--- src/hdl/aes_block_cipher_assert.svh ---
// Assertion macros used by the AES cipher top module, aes_block_cipher.
// Included by modules that carry concurrent checks; no other dependencies.
`ifndef AES_BLOCK_CIPHER_ASSERT_SVH
`define AES_BLOCK_CIPHER_ASSERT_SVH

// implication checked every clock, off in reset
`define AES_ASSERT_IMP(lbl, clk, rstn, ante, cons) \
    lbl: assert property (@(posedge clk) disable iff (!rstn) (ante) |-> (cons)) \
        else $error("assertion failed");

// next-cycle implication
`define AES_ASSERT_NXT(lbl, clk, rstn, ante, cons) \
    lbl: assert property (@(posedge clk) disable iff (!rstn) (ante) |=> (cons)) \
        else $error("assertion failed");

`endif

--- src/hdl/aes_pkg.sv ---
// AES package: payload structs, config indexes, S-box and round functions.
// Used by every module of the AES block cipher; no dependencies.
`default_nettype none
package aes_pkg;

    localparam int NumStages = 15;

    localparam logic [2:0] CfgKeySize  = 3'd0;
    localparam logic [2:0] CfgKeyWord0 = 3'd1;
    localparam logic [2:0] CfgKeyWord1 = 3'd2;
    localparam logic [2:0] CfgKeyWord2 = 3'd3;
    localparam logic [2:0] CfgKeyWord3 = 3'd4;

    localparam logic CmdEncrypt = 1'b0;
    localparam logic CmdDecrypt = 1'b1;

    typedef struct packed {
        logic        cmd;
        logic [63:0] block_hi;
        logic [63:0] block_lo;
    } aes_in_t;

    typedef struct packed {
        logic [63:0] result_hi;
        logic [63:0] result_lo;
    } aes_out_t;

    typedef struct packed {
        logic         vld;
        logic         cmd;
        logic [127:0] state;
    } aes_stage_t;

    localparam logic [7:0] SBOX [256] = '{
        8'h63,8'h7c,8'h77,8'h7b,8'hf2,8'h6b,8'h6f,8'hc5,8'h30,8'h01,8'h67,8'h2b,8'hfe,8'hd7,8'hab,8'h76,
        8'hca,8'h82,8'hc9,8'h7d,8'hfa,8'h59,8'h47,8'hf0,8'had,8'hd4,8'ha2,8'haf,8'h9c,8'ha4,8'h72,8'hc0,
        8'hb7,8'hfd,8'h93,8'h26,8'h36,8'h3f,8'hf7,8'hcc,8'h34,8'ha5,8'he5,8'hf1,8'h71,8'hd8,8'h31,8'h15,
        8'h04,8'hc7,8'h23,8'hc3,8'h18,8'h96,8'h05,8'h9a,8'h07,8'h12,8'h80,8'he2,8'heb,8'h27,8'hb2,8'h75,
        8'h09,8'h83,8'h2c,8'h1a,8'h1b,8'h6e,8'h5a,8'ha0,8'h52,8'h3b,8'hd6,8'hb3,8'h29,8'he3,8'h2f,8'h84,
        8'h53,8'hd1,8'h00,8'hed,8'h20,8'hfc,8'hb1,8'h5b,8'h6a,8'hcb,8'hbe,8'h39,8'h4a,8'h4c,8'h58,8'hcf,
        8'hd0,8'hef,8'haa,8'hfb,8'h43,8'h4d,8'h33,8'h85,8'h45,8'hf9,8'h02,8'h7f,8'h50,8'h3c,8'h9f,8'ha8,
        8'h51,8'ha3,8'h40,8'h8f,8'h92,8'h9d,8'h38,8'hf5,8'hbc,8'hb6,8'hda,8'h21,8'h10,8'hff,8'hf3,8'hd2,
        8'hcd,8'h0c,8'h13,8'hec,8'h5f,8'h97,8'h44,8'h17,8'hc4,8'ha7,8'h7e,8'h3d,8'h64,8'h5d,8'h19,8'h73,
        8'h60,8'h81,8'h4f,8'hdc,8'h22,8'h2a,8'h90,8'h88,8'h46,8'hee,8'hb8,8'h14,8'hde,8'h5e,8'h0b,8'hdb,
        8'he0,8'h32,8'h3a,8'h0a,8'h49,8'h06,8'h24,8'h5c,8'hc2,8'hd3,8'hac,8'h62,8'h91,8'h95,8'he4,8'h79,
        8'he7,8'hc8,8'h37,8'h6d,8'h8d,8'hd5,8'h4e,8'ha9,8'h6c,8'h56,8'hf4,8'hea,8'h65,8'h7a,8'hae,8'h08,
        8'hba,8'h78,8'h25,8'h2e,8'h1c,8'ha6,8'hb4,8'hc6,8'he8,8'hdd,8'h74,8'h1f,8'h4b,8'hbd,8'h8b,8'h8a,
        8'h70,8'h3e,8'hb5,8'h66,8'h48,8'h03,8'hf6,8'h0e,8'h61,8'h35,8'h57,8'hb9,8'h86,8'hc1,8'h1d,8'h9e,
        8'he1,8'hf8,8'h98,8'h11,8'h69,8'hd9,8'h8e,8'h94,8'h9b,8'h1e,8'h87,8'he9,8'hce,8'h55,8'h28,8'hdf,
        8'h8c,8'ha1,8'h89,8'h0d,8'hbf,8'he6,8'h42,8'h68,8'h41,8'h99,8'h2d,8'h0f,8'hb0,8'h54,8'hbb,8'h16
    };

    localparam logic [3:0] PERM [16] = '{
        4'd0,4'd5,4'd10,4'd15,4'd4,4'd9,4'd14,4'd3,
        4'd8,4'd13,4'd2,4'd7,4'd12,4'd1,4'd6,4'd11
    };

    function automatic logic [7:0] sbox_inv(input logic [7:0] b);
        logic [7:0] r;
        r = 8'h00;
        for (int i = 0; i < 256; i++) begin
            if (SBOX[i] == b) begin
                r = 8'(i);
            end
        end
        return r;
    endfunction

    function automatic logic [7:0] xt(input logic [7:0] b);
        return {b[6:0], 1'b0} ^ (b[7] ? 8'h1b : 8'h00);
    endfunction

    // byte i sits at bits 127-8i
    function automatic logic [7:0] get_b(input logic [127:0] s, input int i);
        return s[127 - 8*i -: 8];
    endfunction

    function automatic logic [31:0] sub_word(input logic [31:0] w);
        return {SBOX[w[31:24]], SBOX[w[23:16]], SBOX[w[15:8]], SBOX[w[7:0]]};
    endfunction

    function automatic logic [127:0] sub_shift(input logic [127:0] s, input logic inv);
        logic [127:0] r;
        r = '0;
        for (int i = 0; i < 16; i++) begin
            if (inv) begin
                r[127 - 8*PERM[i] -: 8] = sbox_inv(get_b(s, i));
            end else begin
                r[127 - 8*i -: 8] = SBOX[get_b(s, PERM[i])];
            end
        end
        return r;
    endfunction

    function automatic logic [127:0] mix_cols(input logic [127:0] s, input logic inv);
        logic [127:0] r;
        logic [7:0] a0, a1, a2, a3, t, u, v, xh;
        r = s;
        for (int c = 0; c < 16; c += 4) begin
            a0 = get_b(s, c);
            a1 = get_b(s, c+1);
            a2 = get_b(s, c+2);
            a3 = get_b(s, c+3);
            t = a0 ^ a1 ^ a2 ^ a3;
            u = 8'h00;
            v = 8'h00;
            if (inv) begin
                xh = xt(t);
                u = xt(xt(xh ^ a0 ^ a2));
                v = xt(xt(xh ^ a1 ^ a3));
            end
            r[127 - 8*c -: 8]     = a0 ^ t ^ u ^ xt(a0 ^ a1);
            r[127 - 8*(c+1) -: 8] = a1 ^ t ^ v ^ xt(a1 ^ a2);
            r[127 - 8*(c+2) -: 8] = a2 ^ t ^ u ^ xt(a2 ^ a3);
            r[127 - 8*(c+3) -: 8] = a3 ^ t ^ v ^ xt(a3 ^ a0);
        end
        return r;
    endfunction

endpackage
`default_nettype wire

--- src/hdl/aes_key_sched.sv ---
// Registered AES key expansion: one 32-bit word per cycle after each key write.
// Depends on aes_pkg. Produces all 15 round keys, held until the next write.
`default_nettype none
module aes_key_sched (
    input  wire logic         aclk,
    input  wire logic         aresetn,
    input  wire logic         cfg_we,
    input  wire logic [2:0]   cfg_index,
    input  wire logic [63:0]  cfg_wdata,
    output logic [3:0]        rounds,
    output logic [1919:0]     round_keys,
    output logic              key_ready
);
    import aes_pkg::*;

    logic [1:0]   ksize_reg;
    logic [255:0] key_reg;
    logic [31:0]  w_reg [60];
    logic [5:0]   idx_reg;
    logic [7:0]   rcon_reg;
    logic [3:0]   nk;
    logic [5:0]   cnt_reg;
    logic [31:0]  tmp, prev, newv;
    logic         at_nk;

    always_comb begin
        if (ksize_reg[1]) begin
            nk = 4'd8;
            rounds = 4'd14;
        end else if (ksize_reg[0]) begin
            nk = 4'd6;
            rounds = 4'd12;
        end else begin
            nk = 4'd4;
            rounds = 4'd10;
        end
    end

    assign key_ready = (idx_reg == 6'd60);

    // cnt_reg = idx mod nk once idx reaches nk
    assign prev  = w_reg[idx_reg - 6'd1];
    assign at_nk = (cnt_reg == 6'd0);
    always_comb begin
        tmp = prev;
        if (at_nk) begin
            tmp = sub_word({prev[23:0], prev[31:24]}) ^ {rcon_reg, 24'h0};
        end else if (nk == 4'd8 && cnt_reg == 6'd4) begin
            tmp = sub_word(prev);
        end
        newv = w_reg[idx_reg - 6'({2'b00, nk})] ^ tmp;
    end

    always_ff @(posedge aclk) begin
        if (!aresetn) begin
            ksize_reg <= 2'd0;
            key_reg   <= '0;
            idx_reg   <= 6'd0;
            cnt_reg   <= 6'd0;
            rcon_reg  <= 8'h01;
        end else if (cfg_we) begin
            case (cfg_index)
                CfgKeySize:  ksize_reg <= cfg_wdata[1:0];
                CfgKeyWord0: key_reg[255:192] <= cfg_wdata;
                CfgKeyWord1: key_reg[191:128] <= cfg_wdata;
                CfgKeyWord2: key_reg[127:64]  <= cfg_wdata;
                CfgKeyWord3: key_reg[63:0]    <= cfg_wdata;
                default: ;
            endcase
            idx_reg  <= 6'd0;
            cnt_reg  <= 6'd0;
            rcon_reg <= 8'h01;
        end else if (idx_reg < 6'({2'b00, nk})) begin
            idx_reg <= idx_reg + 6'd1;
        end else if (idx_reg < 6'd60) begin
            idx_reg <= idx_reg + 6'd1;
            cnt_reg <= (cnt_reg + 6'd1 == 6'({2'b00, nk})) ? 6'd0 : cnt_reg + 6'd1;
            if (at_nk) begin
                rcon_reg <= xt(rcon_reg);
            end
        end
    end

    always_ff @(posedge aclk) begin
        if (idx_reg < 6'({2'b00, nk})) begin
            w_reg[idx_reg[5:0]] <= key_reg[255 - 32*idx_reg[2:0] -: 32];
        end else if (idx_reg < 6'd60) begin
            w_reg[idx_reg[5:0]] <= newv;
        end
    end

    always_comb begin
        for (int i = 0; i < 60; i++) begin
            round_keys[1919 - 32*i -: 32] = w_reg[i];
        end
    end
endmodule
`default_nettype wire

--- config.mk ---
export PLATFORM = sky130hd
export DESIGN_NAME = aes_key_sched
export DESIGN_NICKNAME = d
export VERILOG_FILES = /design/src/hdl/aes_block_cipher_assert.svh /design/src/hdl/aes_pkg.sv /design/src/hdl/aes_key_sched.sv
export SDC_FILE = /design/constraint.sdc
export NUM_CORES = 2
export LEC_CHECK = 0
export BUFFER_PORTS_ARGS = -buffer_cell sky130_fd_sc_hd__buf_2
export CORE_AREA = 8 8 773 775
export CTS_CLUSTER_DIAMETER = 150
export DETAILED_ROUTE_END_ITERATION = 7
export DIE_AREA = 0 0 781 783
export MAX_ROUTING_LAYER = met4
export PLACE_DENSITY_LB_ADDON = 0.05
export RECOVER_POWER = 25
export SLEW_MARGIN = 20
export SYNTH_ARGS = -nofsm -noshare
export SYNTH_HDL_FRONTEND = slang
export SYNTH_SLANG_ARGS = --single-unit
--- constraint.sdc ---
create_clock -name aclk -period 13.26 [get_ports aclk]
set_clock_uncertainty 0.2 [all_clocks]
set_input_delay 2.652 -clock aclk [delete_from_list [all_inputs] [get_ports aclk]]
set_output_delay 2.652 -clock aclk [all_outputs]
set_load 0.05 [all_outputs]
== Yosys cells after proc, flatten, opt, wreduce, memory -nomap -nowiden ==
Memories as Yosys holds them, arrays and structs flattened.
Index checks and enable logic that the tools add are counted.
Operators by class
  $add $sub $neg: 5
  order comparisons: 6
  equality and inequality tests: 8
  shift-type cells: 1
  mux-type cells: 24
  bitwise logic cells: 10
  reduce and logical (&&, ||, !) cells: 12
Operators by type and width (number)
  variable part select 287 x 33 -> 32 bit: 1
  2-to-1 mux 32 bit: 3
  2-to-1 mux 8 bit: 8
  XOR 32 bit: 2
  >= comparator 9 bit, second input constant: 4
  NOT 8 -> 9 bit: 4
  2-to-1 mux 6 bit: 3
  adder 6 x 1 -> 6 bit, second input constant: 2
  AND reduction 2 bit: 6
  subtractor 8 x 8 -> 9 bit, first input constant: 1
  XOR 8 x 5 -> 8 bit: 1
  equality test 3 x 2 -> 1 bit, second input constant: 2
  equality test 6 x 3 -> 1 bit, second input constant: 1
  equality test 6 x 4 -> 1 bit: 1
  equality test 6 bit, second input constant: 1
  zero test 6 bit: 1
  less-than comparator 6 x 4 -> 1 bit: 1
  less-than comparator 6 bit, second input constant: 1
  2-to-1 mux 3 bit: 2
  subtractor 6 x 1 -> 6 bit, second input constant: 1
  subtractor 6 x 4 -> 6 bit: 1
  2-to-1 mux 1 bit: 5
  2-to-1 mux 5 bit: 1
  equality test 4 bit, second input constant: 1
  other kinds (11): 12
Storage, ports and cells
  register bits: 278
  RAM bits: 1920
  memory bits (read-only): 8192
  input port bits: 70
  output and inout bits: 1925
  memories kept: 5
Memories
  (no name shown): depth 256, bits a word 8, rd ports 1, clocked after Yosys merged registers in 0, wr ports 0, line aes_pkg.sv:79  | return {SBOX[w[31:24]], SBOX[w[23:16]], SBOX[w[15:8]], SBOX[w[7:0]]};
  (no name shown): depth 256, bits a word 8, rd ports 1, clocked after Yosys merged registers in 0, wr ports 0, line aes_pkg.sv:79
  (no name shown): depth 256, bits a word 8, rd ports 1, clocked after Yosys merged registers in 0, wr ports 0, line aes_pkg.sv:79
  (no name shown): depth 256, bits a word 8, rd ports 1, clocked after Yosys merged registers in 0, wr ports 0, line aes_pkg.sv:79
  w_reg: depth 60, bits a word 32, rd ports 62, clocked after Yosys merged registers in 0, wr ports 1, line aes_key_sched.sv:18  | logic [31:0] w_reg [60];

== Depth between registers and ports, before layout ==
An unclocked memory read counts as a cell.
  depth after elaboration: 10
  mapped depth: 31
  gate-level depth less buffers: 21

== Worst setup path before layout ==
OpenSTA, ideal clock, no wires.
  kind: register to register
  start: register idx_reg[0]
  end: memory w_reg[0][8], data pin
  setup time: 0.958 ns
  arrival time: 9.574 ns
  required time: 12.102 ns
  slack: 2.528 ns
  stages on the path, launching flop included: 29
  buffers on the path: 12
  clock period less this slack: 10.732 ns
  cell sequence: dfxtp_1 > buf_6 > buf_12 > buf_8 > buf_4 > inv_2 > ha_1 > buf_4 > buf_2 > buf_4 > buf_4 > buf_2 > clkbuf_1 > mux4_2 > mux4_2 > nand2_1 > nand4_4 > clkinv_2 > buf_4 > ha_1 > clkbuf_1 > nand2_1 > a311oi_1 > nor3_1 > nor4_2 > o21ai_1 > o21ai_2 > nor2_1 > a2111oi_1
On the way
  longest elaborated chain between the ends: 10
  elaborated cells on any way between the ends: 23
  classes of those cells: 3 x add/sub; 2 x order compare; 1 x shift; 10 x mux; 4 x bitwise; 3 x memory
Ends and longest elaborated chain
  start: declaration: line aes_key_sched.sv:19  | logic [5:0] idx_reg;
  start signal: assignment: line aes_key_sched.sv:74  | idx_reg <= idx_reg + 6'd1;
  start signal: assignment: line aes_key_sched.sv:76  | idx_reg <= idx_reg + 6'd1;
  subtractor 6 x 1 -> 6 bit: line aes_key_sched.sv:42  | assign prev = w_reg[idx_reg - 6'd1];
  memory read (60 x 32 bit)
  NOT 8 -> 9 bit (implied by the code): line aes_pkg.sv:79
  memory read (256 x 8 bit)
  2-to-1 mux 8 bit (implied by the code) (2 in series): line aes_pkg.sv:79
  2-to-1 mux 32 bit / XOR 32 bit (equally long branches): line aes_key_sched.sv:48, aes_key_sched.sv:47
  2-to-1 mux 32 bit: line aes_key_sched.sv:46  | if (at_nk) begin
  XOR 32 bit: line aes_key_sched.sv:51  | newv = w_reg[idx_reg - 6'({2'b00, nk})] ^ tmp;
  2-to-1 mux 32 bit (no line) *
  end: declaration: line aes_key_sched.sv:18
Every way passes the cells marked *; elsewhere a longest branch is shown, timed or not. The select of a mux whose other input is x is not followed.

== Worst setup path in the final report ==
  start: register idx_reg[4]
  end: memory w_reg[49][23], data pin
Same word-level chain as after synthesis.

==> summary.txt <==
Detailed routing
  – Routed vias/inst: 5.72
  – First-iteration detailed-routing DRC count: 14,500
  – Routed wire length per instance: 56.2 µm
  – Via count: 106,000
  – Drt pass-1 iters: 8
  – DRC viols: 0
  – Routed wire length: 1,040,000 µm
  – Count of antenna-violating nets left after detailed routing: 0

Worst hold path
  – Type of the most critical hold path: register to register

Timing
  – Share of the clock period used by the worst path: 90.9%
  – Slew HR: -250%
  – Setup-violating endpoint count in the final report: 0
  – Setup TNS after final layout: 0 ns
  – Final critical-path required period: 12.06 ns
  – Worst hold margin: 0.263 ns
  – Maximum frequency from static timing analysis: 0.0829 GHz
  – Least-Margin Pin Slew: 5.25 ns
  – Final hold violation count: 0
  – Setup repair after global routing missed its margin: false
  – Final Slew Violations: 1,804

Clocking
  – Post-CTS setup-driven buffer insertion count: 0
  – Buffer cell driving the clock tree root: sky130_fd_sc_hd__clkbuf_16
  – TritonCTS Sinks: 2,326
  – Htree depth: 5
  – Reg clk slew, reported paths: 0.06 ns
  – Maximum clock insertion buffer count: 4
  – Total clock buffers created by CTS: 313
  – Post-cts hold buffer count: 0
  – Total of cells resized after clock tree synthesis: 0
  – TritonCTS clock tree: done
  – Clock insertion delay at the later pin of the skew report: 1.03 ns

Die
  – Number of cell rows: 281
  – Total die area: 612,000 µm²
  – Placeable Area: 584,000 µm²
  – Effective utilization at floorplan: 21.1%
  – Total I/O pin count: 1,995
  – Die extent in x: 781 µm
  – Die Y: 783 µm

Power and ir drop
  – Total leakage power: 52.0 nW
  – Worst VDD drop: 116 µV
  – Pwr dens: 147 nW/µm²

Finish
  – Ratio of cells with drive above 1 in the final layout: 39.4%
  – Area grow syn2layout: 24.8%
  – NumNets Final: 10,500
  – Final Instance Area: 154,000 µm²
  – Final cell count without fillers: 18,400
  – Final Util: 26.3%
  – Largest register FFs: 2,048

Logic synthesis
  – Async set-or-reset flop fraction in the synthesized netlist: 0%
  – Warnings, synthesis: 0
  – Synth unique cells: 126
  – Area of the mapped netlist: 123,000 µm²
  – Number of synthesized register bits: 2,326
  – Register area share after synthesis: 54.4%
  – Mapped Avg Cell Area: 15.1 µm²
  – Count of flip-flops with a built-in enable after synthesis: 2,048
  – Number of instances in the synthesized netlist: 8,187
  – Most used flip-flop cell after synthesis: sky130_fd_sc_hd__edfxtp_1

Place
  – DP Area: 144,000 µm²
  – Routability congestion estimate: 0.965
  – PortBufs: 1,992
  – Placed cell count: 17,800
  – Hpwl dp: 771,000 µm

Global route
  – Via count of the first global-routing pass: 101,000
  – Final global-route overflow total: 0
  – Largest net degree at the start of global routing: 117
  – Tot GR Track Use: 33.3%
  – First-pass GRT wire length: 1,280,000 µm
  – Antenna violations before repair: 138

Critical path
  – Class of the most critical setup path: register to register
  – Cell type of the slowest stage on the worst timing path: sky130_fd_sc_hd__clkbuf_1
  – Startpoint type of the worst setup path: register
  – Sequence of cells on the critical path: clkbuf_1, or3_1, or2_0, inv_4, nor2_4, buf_4, a2111o_1, nand4_1, buf_4, clkinv_1, buf_4, ha_1, buf_4, a21oi_1, o31ai_1, o21ai_0, nor4_1, a311oi_2, nor3b_2, xnor2_1, a21oi_4, buf_4
  – Arrival @ worst endpoint: 12.56 ns
  – Cell mode on critical path: sky130_fd_sc_hd__buf_4
  – Maximum cell stage delay along the critical path: 1.83 ns
  – Maximum fanout along the worst path: 64
  – Family of cells with the greatest summed delay on the critical path: buffers and inverters
  – Buf+Inv Stages, Crit Path: 8
  – Sort of element at the end of the critical path: register
  – Crit path required time: 13.76 ns

Run status
  – Violated checks: capacitance limit, slew limit
  – Result of the run: finished with violations

Job
  – Total of max-cap violations: 115
[cell usage in the layout, fill, tap and decap left out, types with 62 or more instances in the layout]
cell type | synthesis | final
sky130_fd_sc_hd__a211oi_1 | 98 | 98
sky130_fd_sc_hd__buf_4 | 48 | 355
sky130_fd_sc_hd__mux4_2 | 1121 | 1121
sky130_fd_sc_hd__nand2_1 | 858 | 855
sky130_fd_sc_hd__nor3_1 | 142 | 129
sky130_fd_sc_hd__clkbuf_1 | 300 | 172
sky130_fd_sc_hd__a31oi_1 | 79 | 74
sky130_fd_sc_hd__o21ai_0 | 201 | 198
sky130_fd_sc_hd__conb_1 | 2 | 130
sky130_fd_sc_hd__and3_1 | 78 | 77
sky130_fd_sc_hd__nand4_1 | 85 | 85
sky130_fd_sc_hd__nor2_1 | 340 | 310
sky130_fd_sc_hd__o211ai_1 | 72 | 72
sky130_fd_sc_hd__a21boi_0 | 262 | 261
sky130_fd_sc_hd__mux4_1 | 91 | 91
sky130_fd_sc_hd__nand3_1 | 180 | 175
sky130_fd_sc_hd__ha_1 | 64 | 62
sky130_fd_sc_hd__buf_2 | 235 | 1989
sky130_fd_sc_hd__dfxtp_1 | 278 | 276
sky130_fd_sc_hd__clkbuf_16 | 0 | 317
sky130_fd_sc_hd__a21oi_1 | 230 | 208
sky130_fd_sc_hd__edfxtp_1 | 2048 | 2048
sky130_fd_sc_hd__mux2i_1 | 101 | 98
sky130_fd_sc_hd__a22oi_1 | 136 | 133
[cells by family after synthesis]
group	count (synthesis)	share of synthesized area (%)
xor gates and xnor gates	54	0.390
adders and majority gates	66	0.674
buffers and inverters	807	3.84
AOI/OAI and AO/OA	1689	10.0
other	2	0.00609
muxes	1335	23.5
and+or+nand+nor	1908	7.17
DFF	2326	54.4
[worst min-delay path: cells and delay by family (launching register included)]
kind	cells	cell delay (ns)
compound gates	1	0.06
flops	1	0.30
simple gates	1	0.05
[metrics by stage]
stage	power [mW]	setup slack, ns
2_1_floorplan	11.2	2.53
3_3_place_gp	14.1	2.12
3_5_place_dp	14.0	2.46
4_1_cts	22.7	2.49
5_1_grt	23.1	1.28
6_report	22.7	1.20
[routing by layer]
layer / global-route usage (%) / routed length (µm) / part of all wire [%] / up-vias
li1: - / - / - / 38400
met1: 41.5 / 419000 / 40 / 59300
met2: 51.6 / 472000 / 46 / 6750
met3: 9.14 / 95300 / 9.2 / 1137
met4: 12.5 / 50300 / 4.8 / 0
met5: - / 0 / 0 / -
[path summary, 6_finish.rpt]
check,startpoint,to,slack [ns],cells after the start
worst max-delay path,idx_reg[4],w_reg[49][23],1.20,22
worst min-delay path,key_reg[127],key_reg[127],0.26,2
worst max register to register,idx_reg[4],w_reg[49][23],1.20,22
worst min register to register,key_reg[127],key_reg[127],0.26,2
[Yosys cell counts (72+ instances only)]
library cell,count,area (µm²)
sky130_fd_sc_hd__a21boi_0,262,1970
sky130_fd_sc_hd__a31oi_1,79,494
sky130_fd_sc_hd__nor3_1,142,711
sky130_fd_sc_hd__edfxtp_1,2048,61500
sky130_fd_sc_hd__dfxtp_1,278,5570
sky130_fd_sc_hd__a211oi_1,98,736
sky130_fd_sc_hd__nor2_1,340,1280
sky130_fd_sc_hd__and3_1,78,488
sky130_fd_sc_hd__o211ai_1,72,541
sky130_fd_sc_hd__nand2_1,858,3220
sky130_fd_sc_hd__a22oi_1,136,1020
sky130_fd_sc_hd__mux2i_1,101,1010
sky130_fd_sc_hd__o21ai_0,201,1010
sky130_fd_sc_hd__nand4_1,85,532
sky130_fd_sc_hd__nand3_1,180,901
sky130_fd_sc_hd__mux4_1,91,2390
sky130_fd_sc_hd__clkbuf_1,300,1130
sky130_fd_sc_hd__buf_2,235,1180
sky130_fd_sc_hd__mux4_2,1121,25200
sky130_fd_sc_hd__a21oi_1,230,1150
[power breakdown]
part	switching [mW]	leakage [nW]	internal, mW
registers	0.0439	21.3	8.03
logic	4.38	25.8	1.57
clock network	3.69	4.90	4.94
total	8.12	52.0	14.5
[area by class of cell]
| cell class | count | area, µm² |
|---|---|---|
| flip-flops and latches | 2326 | 67100 |
| well taps | 7782 | 9740 |
| diodes | 44 | 110 |
| multi-input cells | 5182 | 53100 |
| fillers | 60400 | 430000 |
| inverters | 65 | 256 |
| clock buffers | 393 | 8320 |
| clock inverters | 169 | 1760 |
| repair buffers | 2478 | 13600 |
No activity file was read; power rests on OpenSTA's default activity.
